File: src/design/mlfq_pkg.sv
// Shared types and constants for the MLFQ process table.
// Holds the transfer payload structs, operation and result codes and reset values.
// No dependencies.
package mlfq_pkg;

  localparam int DEF_NUM_SLOTS  = 16;
  localparam int DEF_NUM_LEVELS = 5;

  localparam int PID_W   = 16;
  localparam int LVL_W   = 3;
  localparam int STAT_W  = 3;
  localparam int QU_W    = 20;
  localparam int RP_W    = 40;
  localparam int TIME_W  = 48;
  localparam int RT_W    = 24;
  localparam int GSLOT_W = 4;
  // Largest quantum is 8 units of a 20-bit unit, which fits in 23 bits.
  localparam int REM_W   = QU_W + 3;

  localparam int CFG_W     = RP_W;
  localparam int CFG_IDX_W = 2;

  typedef enum logic [CFG_IDX_W-1:0] {
    CFG_QUANTUM_UNIT   = 2'd0,
    CFG_RESET_PERIOD   = 2'd1,
    CFG_SHELL_PID      = 2'd2,
    CFG_FIRST_USER_PID = 2'd3
  } cfg_idx_e;

  localparam logic [QU_W-1:0]  QU_RST    = 20'd100000;
  localparam logic [RP_W-1:0]  RP_RST    = 40'd10000000;
  localparam logic [PID_W-1:0] SHELL_RST = 16'd4;
  localparam logic [PID_W-1:0] FUP_RST   = 16'd5;

  typedef enum logic [2:0] {
    OP_ALLOC    = 3'd0,
    OP_CHARGE   = 3'd1,
    OP_SET      = 3'd2,
    OP_FREE     = 3'd3,
    OP_FREE_ALL = 3'd4,
    OP_MAINT    = 3'd5
  } op_e;

  typedef enum logic [1:0] {
    RC_OK        = 2'd0,
    RC_FULL      = 2'd1,
    RC_NOT_FOUND = 2'd2
  } rc_e;

  localparam logic [STAT_W-1:0] ST_UNUSED  = 3'd0;
  localparam logic [STAT_W-1:0] ST_LOADING = 3'd1;

  typedef struct packed {
    logic [2:0]        operation;
    logic [PID_W-1:0]  target_pid;
    logic [3:0]        slot_index;
    logic [STAT_W-1:0] new_status;
    logic [RT_W-1:0]   runtime_us;
    logic [TIME_W-1:0] now_us;
    logic              tty_pending;
  } in_item_t;

  typedef struct packed {
    logic [1:0]         result_code;
    logic [PID_W-1:0]   given_pid;
    logic [GSLOT_W-1:0] given_slot;
    logic [LVL_W-1:0]   slot_level;
  } out_item_t;

  typedef struct packed {
    logic [STAT_W-1:0] state;
    logic [PID_W-1:0]  pid;
    logic [LVL_W-1:0]  level;
  } row_t;

  // Controller to datapath commands.
  typedef struct packed {
    logic latch;
    logic prep;
    logic rd_en;
    logic finish;
  } dp_cmd_t;

  // Datapath to controller status.
  typedef struct packed {
    logic sweep_none;
    logic sweep_one;
  } dp_stat_t;

endpackage

File: src/design/mlfq_ctrl.sv
// Controller for the MLFQ process table: sequences prep, slot sweep and result load.
// Depends on mlfq_pkg.
module mlfq_ctrl #(
  parameter int NUM_SLOTS = mlfq_pkg::DEF_NUM_SLOTS
) (
  input  logic                           clk,
  input  logic                           rst_n,
  input  logic                           in_valid,
  output logic                           in_stall,
  output logic                           out_valid,
  input  logic                           out_stall,
  input  mlfq_pkg::dp_stat_t             stat,
  output mlfq_pkg::dp_cmd_t              cmd,
  output logic [$clog2(NUM_SLOTS)-1:0]   sweep_idx
);
  import mlfq_pkg::*;

  localparam int SLOT_W = $clog2(NUM_SLOTS);
  localparam logic [SLOT_W-1:0] LAST_IDX = SLOT_W'(NUM_SLOTS - 1);

  typedef enum logic [4:0] {
    S_IDLE   = 5'b00001,
    S_PREP   = 5'b00010,
    S_SWEEP  = 5'b00100,
    S_DRAIN  = 5'b01000,
    S_FINISH = 5'b10000
  } state_t;

  state_t            state_r, state_nxt;
  logic [SLOT_W-1:0] cnt_r, cnt_nxt;
  logic              out_valid_r, out_valid_nxt;

  always_comb begin
    state_nxt = state_r;
    cnt_nxt   = cnt_r;
    cmd       = '0;
    in_stall  = 1'b1;
    case (state_r)
      S_IDLE: begin
        in_stall = 1'b0;
        if (in_valid) begin
          cmd.latch = 1'b1;
          state_nxt = S_PREP;
        end
      end
      S_PREP: begin
        cmd.prep  = 1'b1;
        cnt_nxt   = '0;
        state_nxt = stat.sweep_none ? S_FINISH : S_SWEEP;
      end
      S_SWEEP: begin
        cmd.rd_en = 1'b1;
        if (stat.sweep_one || cnt_r == LAST_IDX) begin
          state_nxt = S_DRAIN;
        end else begin
          cnt_nxt = cnt_r + 1'b1;
        end
      end
      S_DRAIN: begin
        state_nxt = S_FINISH;
      end
      S_FINISH: begin
        // The result register is free once its previous transfer completes.
        if (!out_valid_r || !out_stall) begin
          cmd.finish = 1'b1;
          state_nxt  = S_IDLE;
        end
      end
      default: begin
        state_nxt = S_IDLE;
      end
    endcase
  end

  always_comb begin
    if (cmd.finish) begin
      out_valid_nxt = 1'b1;
    end else if (!out_stall) begin
      out_valid_nxt = 1'b0;
    end else begin
      out_valid_nxt = out_valid_r;
    end
  end

  always_ff @(posedge clk) begin
    if (!rst_n) begin
      state_r     <= S_IDLE;
      cnt_r       <= '0;
      out_valid_r <= 1'b0;
    end else begin
      state_r     <= state_nxt;
      cnt_r       <= cnt_nxt;
      out_valid_r <= out_valid_nxt;
    end
  end

  assign sweep_idx = cnt_r;
  assign out_valid = out_valid_r;

endmodule

File: src/design/mlfq_dp.sv
// Datapath for the MLFQ process table: slot memories, configuration registers,
// per-slot update logic and the result register. Depends on mlfq_pkg.
module mlfq_dp #(
  parameter int NUM_SLOTS  = mlfq_pkg::DEF_NUM_SLOTS,
  parameter int NUM_LEVELS = mlfq_pkg::DEF_NUM_LEVELS
) (
  input  logic                                 clk,
  input  logic                                 rst_n,
  input  logic                                 cfg_we,
  input  logic [mlfq_pkg::CFG_IDX_W-1:0]       cfg_index,
  input  logic [mlfq_pkg::CFG_W-1:0]           cfg_wdata,
  input  mlfq_pkg::in_item_t                   in_data,
  output mlfq_pkg::out_item_t                  out_data,
  input  mlfq_pkg::dp_cmd_t                    cmd,
  input  logic [$clog2(NUM_SLOTS)-1:0]         sweep_idx,
  output mlfq_pkg::dp_stat_t                   stat
);
  import mlfq_pkg::*;

  localparam int SLOT_W = $clog2(NUM_SLOTS);
  localparam logic [LVL_W-1:0] MAX_LVL = LVL_W'(NUM_LEVELS - 1);

  // Configuration registers.
  logic [QU_W-1:0]  quantum_unit_r;
  logic [RP_W-1:0]  reset_period_r;
  logic [PID_W-1:0] shell_pid_r;
  logic [PID_W-1:0] first_user_pid_r;

  always_ff @(posedge clk) begin
    if (!rst_n) begin
      quantum_unit_r   <= QU_RST;
      reset_period_r   <= RP_RST;
      shell_pid_r      <= SHELL_RST;
      first_user_pid_r <= FUP_RST;
    end else if (cfg_we) begin
      case (cfg_index)
        CFG_QUANTUM_UNIT:   quantum_unit_r   <= cfg_wdata[QU_W-1:0];
        CFG_RESET_PERIOD:   reset_period_r   <= cfg_wdata[RP_W-1:0];
        CFG_SHELL_PID:      shell_pid_r      <= cfg_wdata[PID_W-1:0];
        CFG_FIRST_USER_PID: first_user_pid_r <= cfg_wdata[PID_W-1:0];
        default: begin
        end
      endcase
    end
  end

  // Slot storage. A row whose valid bit is clear reads as all zeros.
  row_t             rows_mem [NUM_SLOTS];
  logic [REM_W-1:0] rem_mem  [NUM_SLOTS];
  logic [NUM_SLOTS-1:0] row_vld_r;

  in_item_t          item_r;
  logic [PID_W-1:0]  pid_counter_r;
  logic [TIME_W-1:0] last_reset_r;
  logic              do_reset_r;
  logic              hit_r;
  logic              shell_done_r;
  logic [LVL_W-1:0]  res_level_r;
  logic [GSLOT_W-1:0] res_slot_r;
  out_item_t         out_data_r;

  logic [SLOT_W-1:0] rd_addr;
  row_t              rd_row_r;
  logic [REM_W-1:0]  rd_rem_r;
  logic              rd_vld_r;
  logic              proc_en_r;
  logic [SLOT_W-1:0] proc_addr_r;

  logic in_range;
  assign in_range = int'(item_r.slot_index) < NUM_SLOTS;

  assign rd_addr = (item_r.operation == OP_CHARGE) ? SLOT_W'(item_r.slot_index) : sweep_idx;

  assign stat.sweep_one  = (item_r.operation == OP_CHARGE);
  assign stat.sweep_none = (item_r.operation > OP_MAINT);

  always_ff @(posedge clk) begin
    if (cmd.rd_en) begin
      rd_row_r <= rows_mem[rd_addr];
      rd_rem_r <= rem_mem[rd_addr];
      rd_vld_r <= row_vld_r[rd_addr];
    end
    proc_addr_r <= rd_addr;
  end

  // Per-slot update, in the cycle after the memory read.
  row_t              cur;
  row_t              wr_row;
  logic              wr_en;
  logic              wr_rem_en;
  logic [REM_W-1:0]  wr_rem;
  logic              hit_set;
  logic              shell_set;
  logic              alloc_take;
  logic              charge_take;
  logic [LVL_W-1:0]  new_lvl;
  logic [LVL_W:0]    lvl_p1;
  logic [QU_W+LVL_W:0] quantum;

  always_comb begin
    cur         = rd_vld_r ? rd_row_r : '0;
    wr_row      = cur;
    wr_en       = 1'b0;
    wr_rem_en   = 1'b0;
    wr_rem      = rd_rem_r;
    hit_set     = 1'b0;
    shell_set   = 1'b0;
    alloc_take  = 1'b0;
    charge_take = 1'b0;
    new_lvl     = cur.level;
    lvl_p1      = '0;
    quantum     = '0;
    case (item_r.operation)
      OP_ALLOC: begin
        if (proc_en_r && !hit_r && cur.state == ST_UNUSED) begin
          wr_row.state = ST_LOADING;
          wr_row.pid   = pid_counter_r + 1'b1;
          wr_row.level = '0;
          wr_rem       = REM_W'(quantum_unit_r);
          wr_en        = 1'b1;
          wr_rem_en    = 1'b1;
          hit_set      = 1'b1;
          alloc_take   = 1'b1;
        end
      end
      OP_CHARGE: begin
        if (RT_W'(rd_rem_r) <= item_r.runtime_us) begin
          new_lvl = (cur.level < MAX_LVL) ? cur.level + 1'b1 : cur.level;
          lvl_p1  = {1'b0, new_lvl} + 1'b1;
          quantum = lvl_p1 * quantum_unit_r;
          wr_rem  = REM_W'(quantum);
        end else begin
          wr_rem  = rd_rem_r - REM_W'(item_r.runtime_us);
        end
        wr_row.level = new_lvl;
        if (proc_en_r && in_range) begin
          wr_en       = 1'b1;
          wr_rem_en   = 1'b1;
          charge_take = 1'b1;
        end
      end
      OP_SET: begin
        if (proc_en_r && cur.pid == item_r.target_pid) begin
          wr_row.state = item_r.new_status;
          wr_en        = 1'b1;
          hit_set      = 1'b1;
        end
      end
      OP_FREE: begin
        if (proc_en_r && cur.pid == item_r.target_pid && cur.state != ST_UNUSED) begin
          wr_row.state = ST_UNUSED;
          wr_en        = 1'b1;
          hit_set      = 1'b1;
        end
      end
      OP_FREE_ALL: begin
        if (proc_en_r && cur.state != ST_UNUSED && cur.pid >= first_user_pid_r) begin
          wr_row.state = ST_UNUSED;
          wr_en        = 1'b1;
        end
      end
      OP_MAINT: begin
        wr_row.level = '0;
        if (proc_en_r && item_r.tty_pending && !shell_done_r && cur.pid == shell_pid_r) begin
          wr_en     = 1'b1;
          shell_set = 1'b1;
        end
        if (proc_en_r && do_reset_r && cur.state != ST_UNUSED) begin
          wr_en = 1'b1;
        end
      end
      default: begin
      end
    endcase
  end

  always_ff @(posedge clk) begin
    if (wr_en) begin
      rows_mem[proc_addr_r] <= wr_row;
    end
    if (wr_rem_en) begin
      rem_mem[proc_addr_r] <= wr_rem;
    end
  end

  // Global reset timing, evaluated once per maintain item.
  logic [TIME_W-1:0] last_eff;
  logic [TIME_W-1:0] elapsed;
  logic              do_reset;

  assign last_eff = (last_reset_r == '0) ? item_r.now_us : last_reset_r;
  assign elapsed  = item_r.now_us - last_eff;
  assign do_reset = elapsed >= TIME_W'(reset_period_r);

  always_ff @(posedge clk) begin
    if (!rst_n) begin
      row_vld_r     <= '0;
      pid_counter_r <= '0;
      last_reset_r  <= '0;
      proc_en_r     <= 1'b0;
      do_reset_r    <= 1'b0;
      hit_r         <= 1'b0;
      shell_done_r  <= 1'b0;
    end else begin
      proc_en_r <= cmd.rd_en;
      if (wr_en) begin
        row_vld_r[proc_addr_r] <= 1'b1;
      end
      if (alloc_take) begin
        pid_counter_r <= pid_counter_r + 1'b1;
      end
      if (cmd.latch) begin
        hit_r        <= 1'b0;
        shell_done_r <= 1'b0;
        do_reset_r   <= 1'b0;
      end else begin
        if (hit_set) begin
          hit_r <= 1'b1;
        end
        if (shell_set) begin
          shell_done_r <= 1'b1;
        end
        if (cmd.prep && item_r.operation == OP_MAINT) begin
          do_reset_r   <= do_reset;
          last_reset_r <= do_reset ? item_r.now_us : last_eff;
        end
      end
    end
  end

  always_ff @(posedge clk) begin
    if (cmd.latch) begin
      item_r <= in_data;
    end
    if (alloc_take) begin
      res_slot_r <= GSLOT_W'(proc_addr_r);
    end
    if (charge_take) begin
      res_level_r <= new_lvl;
    end
  end

  out_item_t result;

  always_comb begin
    result = '0;
    case (item_r.operation)
      OP_ALLOC: begin
        if (hit_r) begin
          result.given_pid  = pid_counter_r;
          result.given_slot = res_slot_r;
        end else begin
          result.result_code = RC_FULL;
        end
      end
      OP_CHARGE: begin
        result.given_slot = item_r.slot_index;
        result.slot_level = in_range ? res_level_r : '0;
      end
      OP_SET, OP_FREE: begin
        result.result_code = hit_r ? RC_OK : RC_NOT_FOUND;
      end
      default: begin
      end
    endcase
  end

  always_ff @(posedge clk) begin
    if (cmd.finish) begin
      out_data_r <= result;
    end
  end

  assign out_data = out_data_r;

endmodule

File: src/design/mlfq_process_table.sv
// MLFQ process table: slot status, pid, queue level and quantum accounting.
// A charge reads and updates only its own slot; alloc, set status, free, free all and maintain
// sweep the slot memory one slot a cycle. An undefined operation code skips the sweep.
// A new item is taken only once the previous result has been loaded into the result register.
// Reset (synchronous, active low) clears slot valid bits, pid counter and timing state
// and loads register defaults; it needs no clearing pass.
module mlfq_process_table #(
  parameter int NUM_SLOTS  = mlfq_pkg::DEF_NUM_SLOTS,
  parameter int NUM_LEVELS = mlfq_pkg::DEF_NUM_LEVELS
) (
  input  logic                           clk,
  input  logic                           rst_n,
  input  logic                           cfg_we,
  input  logic [mlfq_pkg::CFG_IDX_W-1:0] cfg_index,
  input  logic [mlfq_pkg::CFG_W-1:0]     cfg_wdata,
  input  logic                           in_valid,
  output logic                           in_stall,
  input  mlfq_pkg::in_item_t             in_data,
  output logic                           out_valid,
  input  logic                           out_stall,
  output mlfq_pkg::out_item_t            out_data
);
  import mlfq_pkg::*;

  dp_cmd_t                      cmd;
  dp_stat_t                     stat;
  logic [$clog2(NUM_SLOTS)-1:0] sweep_idx;

  mlfq_ctrl #(
    .NUM_SLOTS (NUM_SLOTS)
  ) u_ctrl (
    .clk       (clk),
    .rst_n     (rst_n),
    .in_valid  (in_valid),
    .in_stall  (in_stall),
    .out_valid (out_valid),
    .out_stall (out_stall),
    .stat      (stat),
    .cmd       (cmd),
    .sweep_idx (sweep_idx)
  );

  mlfq_dp #(
    .NUM_SLOTS  (NUM_SLOTS),
    .NUM_LEVELS (NUM_LEVELS)
  ) u_dp (
    .clk       (clk),
    .rst_n     (rst_n),
    .cfg_we    (cfg_we),
    .cfg_index (cfg_index),
    .cfg_wdata (cfg_wdata),
    .in_data   (in_data),
    .out_data  (out_data),
    .cmd       (cmd),
    .sweep_idx (sweep_idx),
    .stat      (stat)
  );

endmodule

File: config.mk
export PLATFORM = sky130hd
export DESIGN_NAME = mlfq_process_table
export DESIGN_NICKNAME = d
export VERILOG_FILES = /design/src/design/mlfq_pkg.sv /design/src/design/mlfq_ctrl.sv /design/src/design/mlfq_dp.sv /design/src/design/mlfq_process_table.sv
export SDC_FILE = /design/constraint.sdc
export NUM_CORES = 2
export LEC_CHECK = 0
export CAP_MARGIN = 20
export CELL_PAD_IN_SITES_DETAIL_PLACEMENT = 1
export CELL_PAD_IN_SITES_GLOBAL_PLACEMENT = 1
export CORE_MARGIN = 1
export CORE_UTILIZATION = 40
export DETAILED_ROUTE_END_ITERATION = 7
export DONT_BUFFER_PORTS = 1
export PLACE_DENSITY = 0.68
export SLEW_MARGIN = 40
export SYNTH_ARGS = -nofsm -noshare
export SYNTH_HDL_FRONTEND = slang
export SYNTH_HIERARCHICAL = 1
export SYNTH_SLANG_ARGS = --single-unit
export TNS_END_PERCENT = 100
File: constraint.sdc
create_clock -name clk -period 9.2 [get_ports clk]
set_input_delay 1.84 -clock clk [delete_from_list [all_inputs] [get_ports clk]]
set_output_delay 1.84 -clock clk [all_outputs]
set_load 0.01 [all_outputs]
==> impl_metrics.csv <==
group,metric,value,unit
sta,setup_tns,0,ns
sta,clock_skew,0.0484,ns
sta,setup_violations,0,
placed_design,portBuffers,0,
yosys,synth_top_family_by_area,"simple AND/OR/NAND/NOR gates",
yosys,syn_area_per_cell,10.9,sq um
yosys,synth_warnings,6,
floorplan,core-area,124000,sq um
sta,maxSlewHeadroom,0.429,
yosys,synth-simple-area-share,0.173,
clock_tree,clkLatencyLatePin,0.75,ns
power_and_ir_drop,internal_power,9.68,mW
final_layout,drive_gt1_frac,0.0829,
grt,grt_usage,0.247,
worst_setup_path,r2r_end,"u_dp/last_reset_r[37]$_SDFFE_PN0P_",
sta,period_share,0.951,
yosys,synth_fp_nets,4893,
sta,worst_pin_slew,0.855,ns
sta,grt_setup_unrepaired,"no",
status,outcome,"complete, no violations",
placed_design,hpwl,101000,microns
yosys,synthAdderAreaFrac,0.0534,
final_layout,finalInstanceArea,56300,sq um
worst_setup_path,cp-end-kind,"flip-flop",
clock_tree,cts_sinks,1087,
drt,wl_per_cell,25.1,microns
worst_setup_path,crit_required,9.89,ns
final_layout,nets,4872,
hold_path,hold_class,"reg2reg",
worst_setup_path,ff2ff_setup_slack,0.45,ns
power_and_ir_drop,p_per_area,252,nW/um^2
power_and_ir_drop,p_leak,20.5,nW
power_and_ir_drop,power_switching,4.50,mW
final_layout,mostFrequentLayoutCells,"nand2_1, edfxtp_1, nand3_1",
yosys,synth_xor_area_frac,0.0230,
worst_setup_path,cp-start-kind,"flip-flop",
drt,drt-initial-drc-count,2690,
drt,dr.pass1.iters,6,
floorplan,row_count,129,
sta,min_period,8.75,ns
yosys,yosysSeqAreaShare,0.617,
yosys,synth_compound_area_frac,0.0983,
yosys,async_flop_share,0,
worst_setup_path,critPathMostFrequentCell,"a21o_1",
worst_setup_path,critPathSlowestCell,"nor4_1",
yosys,syn_inst,4558,
placed_design,dpl-instance-area,52400,sq um
worst_setup_path,cpPeakStageDelay,0.62,ns
final_layout,final_common_cell,"nand2_1",
floorplan,start_util,0.403,
yosys,synth_ff_type,"edfxtp_1",
power_and_ir_drop,ir_drop,0.213,mV
grt,antenna_found_initial,15,
drt,ant_nets,0,
yosys,synth-seq-cells,1087,
worst_setup_path,reg2reg_depth,36,
clock_tree,clkTransAtPathRegs,0.06,ns
yosys,synth_edf_count,897,
floorplan,fp.dieH,355,microns
power_and_ir_drop,power_frac_seq,0.406,
worst_setup_path,reg2reg_from,"u_dp/last_reset_r[26]$_SDFFE_PN0P_",
sta,hold_viol,0,
clock_tree,htreeDepth,3,
worst_setup_path,crit_arrival,9.43,ns
power_and_ir_drop,pwr-share-comb,0.263,
placed_design,gp_congestion,0.892,
grt,grt_first_pass_wirelength,234000,microns
hold_path,min_path_cells,2,
worst_setup_path,crit_fanout,23,
worst_setup_path,critical_path_class,"reg2reg",
hold_path,holdPathEnd,"u_dp/reset_period_r[11]$_SDFFE_PN0P_",
hold_path,worstHoldStart,"u_dp/reset_period_r[11]$_SDFFE_PN0P_",
clock_tree,root_buffer,"clkbuf_16",
floorplan,fp.dieArea,126000,sq um
sta,finalMaxSlewViolations,0,
clock_tree,clock_path_buffers,3,
grt,grt_pass1_vias,36500,
yosys,synth_area,49900,sq um
drt,drt-total-wl,158000,microns
clock_tree,cts_made_buffers,112,
final_layout,syn_to_final_growth,12.8,%
power_and_ir_drop,switching_share,0.318,
drt,vias,35800,
floorplan,ios,173,
yosys,synth_cell_types,75,
floorplan,die_w,355,microns
yosys,synth_mux_area_frac,0.00203,
power_and_ir_drop,clockPowerShare,0.332,
grt,grt_overflow,0,
job,maxCapViolCount,0,
drt,post-route-drc-count,0,
grt,grt_max_degree,135,
sta,max_clock_freq,0.114,GHz
drt,viasPerCell,5.71,
clock_tree,cts_tree,"done",
==> cell usage after synthesis (all sizes together), types with 6 or more instances <==
cell / n / share of area
a221oi: 6 / 0.0011
a31oi: 62 / 0.0078
nand2: 1118 / 0.084
or2: 12 / 0.0015
a21oi: 229 / 0.023
buf: 27 / 0.0026
nand3: 427 / 0.043
a22oi: 23 / 0.0035
o21ai: 131 / 0.013
and2: 38 / 0.0048
a22o: 43 / 0.0076
nor2b: 21 / 0.0026
fa: 37 / 0.015
nor2: 116 / 0.0088
nand2b: 28 / 0.0035
o21a: 11 / 0.0017
and3: 81 / 0.010
clkbuf: 226 / 0.017
o211ai: 19 / 0.0031
or4: 7 / 0.0012
nor3: 20 / 0.0023
xnor2: 76 / 0.013
xor2: 55 / 0.0097
a21boi: 8 / 0.0012
inv: 179 / 0.013
a21o: 66 / 0.0099
o21bai: 20 / 0.0030
nor4: 26 / 0.0034
a311oi: 93 / 0.016
dfxtp: 190 / 0.076
a211oi: 6 / 0.00090
mux2i: 9 / 0.0018
nand4: 31 / 0.0039
or3: 15 / 0.0019
ha: 152 / 0.038
edfxtp: 897 / 0.54
==> worst max-delay path, delay by kind of cell (launching register included) <==
family / cells / cell delay (ns)
buffers and inverters: 1 / 0.23
DFF: 1 / 0.33
and+or+nand+nor: 11 / 3.17
AOI/OAI and AO/OA: 21 / 4.14
adders and majority gates: 2 / 0.66
xor gates and xnor gates: 1 / 0.15
==> through the flow <==
step,worst slack [ns],util,total power [mW],instances,hold WS (ns)
3_3_place_gp,0.442,0.421,9.46,6042,0.435
3_5_place_dp,0.508,0.424,9.53,6060,0.441
6_report,0.454,0.455,14.2,6274,0.455
2_1_floorplan,2.08,-,8.41,4558,0.425
5_1_grt,0.00846,0.455,14.8,6272,0.471
4_1_cts,0.452,0.455,14.2,6271,0.455
==> power groups by stage <==
stage / registers (mW) / logic [mW] / clock network (mW)
global placement: 5.85 / 3.60 / 0
detailed placement: 5.85 / 3.68 / 0
floorplan: 5.78 / 2.63 / 0
CTS: 5.75 / 3.71 / 4.79
global route: 5.77 / 4.12 / 4.95
finish: 5.75 / 3.72 / 4.70
==> area by class of cell <==
| cell class | count | area [sq um] |
|---|---|---|
| fillers | 13200 | 67400 |
| flip-flops and latches | 1087 | 30700 |
| multi-input cells | 3037 | 17800 |
| clock buffers | 137 | 2990 |
| well taps | 1637 | 2050 |
| repair buffers | 118 | 1180 |
| clock inverters | 74 | 826 |
| inverters | 181 | 694 |
| diodes | 3 | 7.51 |
==> sequential cells by signal, indices dropped and copies added (netlist names), 3 cells and up <==
signal and count:
u_dp/rem_mem 368, u_dp/rows_mem 352, u_dp/item_r 99, u_dp/last_reset_r 48
u_dp/reset_period_r 40, u_dp/out_data 25, u_dp/rd_rem_r 23, u_dp/rd_row_r 22
u_dp/quantum_unit_r 20, u_dp/first_user_pid_r 16, u_dp/pid_counter_r 16, u_dp/row_vld_r 16
u_dp/shell_pid_r 16, u_ctrl/state_r 5, u_ctrl/sweep_idx 4, u_dp/proc_addr_r 4
u_dp/res_slot_r 4, u_dp/res_level_r 3
==> routing by layer <==
layer  up-vias  share of wire  routed length, microns  GRT usage
met4        12          0.026                    4160     0.0781
met3       238          0.052                    8130     0.0352
met5         -        0.00049                      78          0
met2       904           0.50                   78100      0.424
li1      16300              -                       -          -
met1     18400           0.43                   67200      0.321
==> how the worst max path moves through the flow <==
stage | startpoint | to | slack, ns | depth (start not counted)
6_report | u_dp/last_reset_r[26]$_SDFFE_PN0P_ | u_dp/last_reset_r[37]$_SDFFE_PN0P_ | 0.45 | 36
5_1_grt | u_dp/last_reset_r[26]$_SDFFE_PN0P_ | u_dp/last_reset_r[20]$_SDFFE_PN0P_ | 0.008 | 36
4_1_cts | u_dp/last_reset_r[26]$_SDFFE_PN0P_ | u_dp/last_reset_r[37]$_SDFFE_PN0P_ | 0.45 | 35
3_5_place_dp | u_dp/last_reset_r[26]$_SDFFE_PN0P_ | u_dp/last_reset_r[33]$_SDFFE_PN0P_ | 0.51 | 35
3_3_place_gp | u_dp/last_reset_r[26]$_SDFFE_PN0P_ | u_dp/last_reset_r[36]$_SDFFE_PN0P_ | 0.44 | 34
2_1_floorplan | u_dp/last_reset_r[42]$_SDFFE_PN0P_ | u_dp/last_reset_r[5]$_SDFFE_PN0P_ | 2.08 | 38
==> logic make-up after synthesis <==
kind of cell | after synthesis
and+or+nand+nor | 1954
DFF | 1087
muxes | 10
xor gates and xnor gates | 131
adders and majority gates | 191
buffers and inverters | 434
AOI/OAI and AO/OA | 751
==> repair_timing <==
action | in CTS | in global routing
setup endpoints to repair | 0 | 25
setup buffers | 0 | 0
gates resized for setup | 0 | 1
hold buffers | 0 | 0
Power figures use the tool's default switching activity.
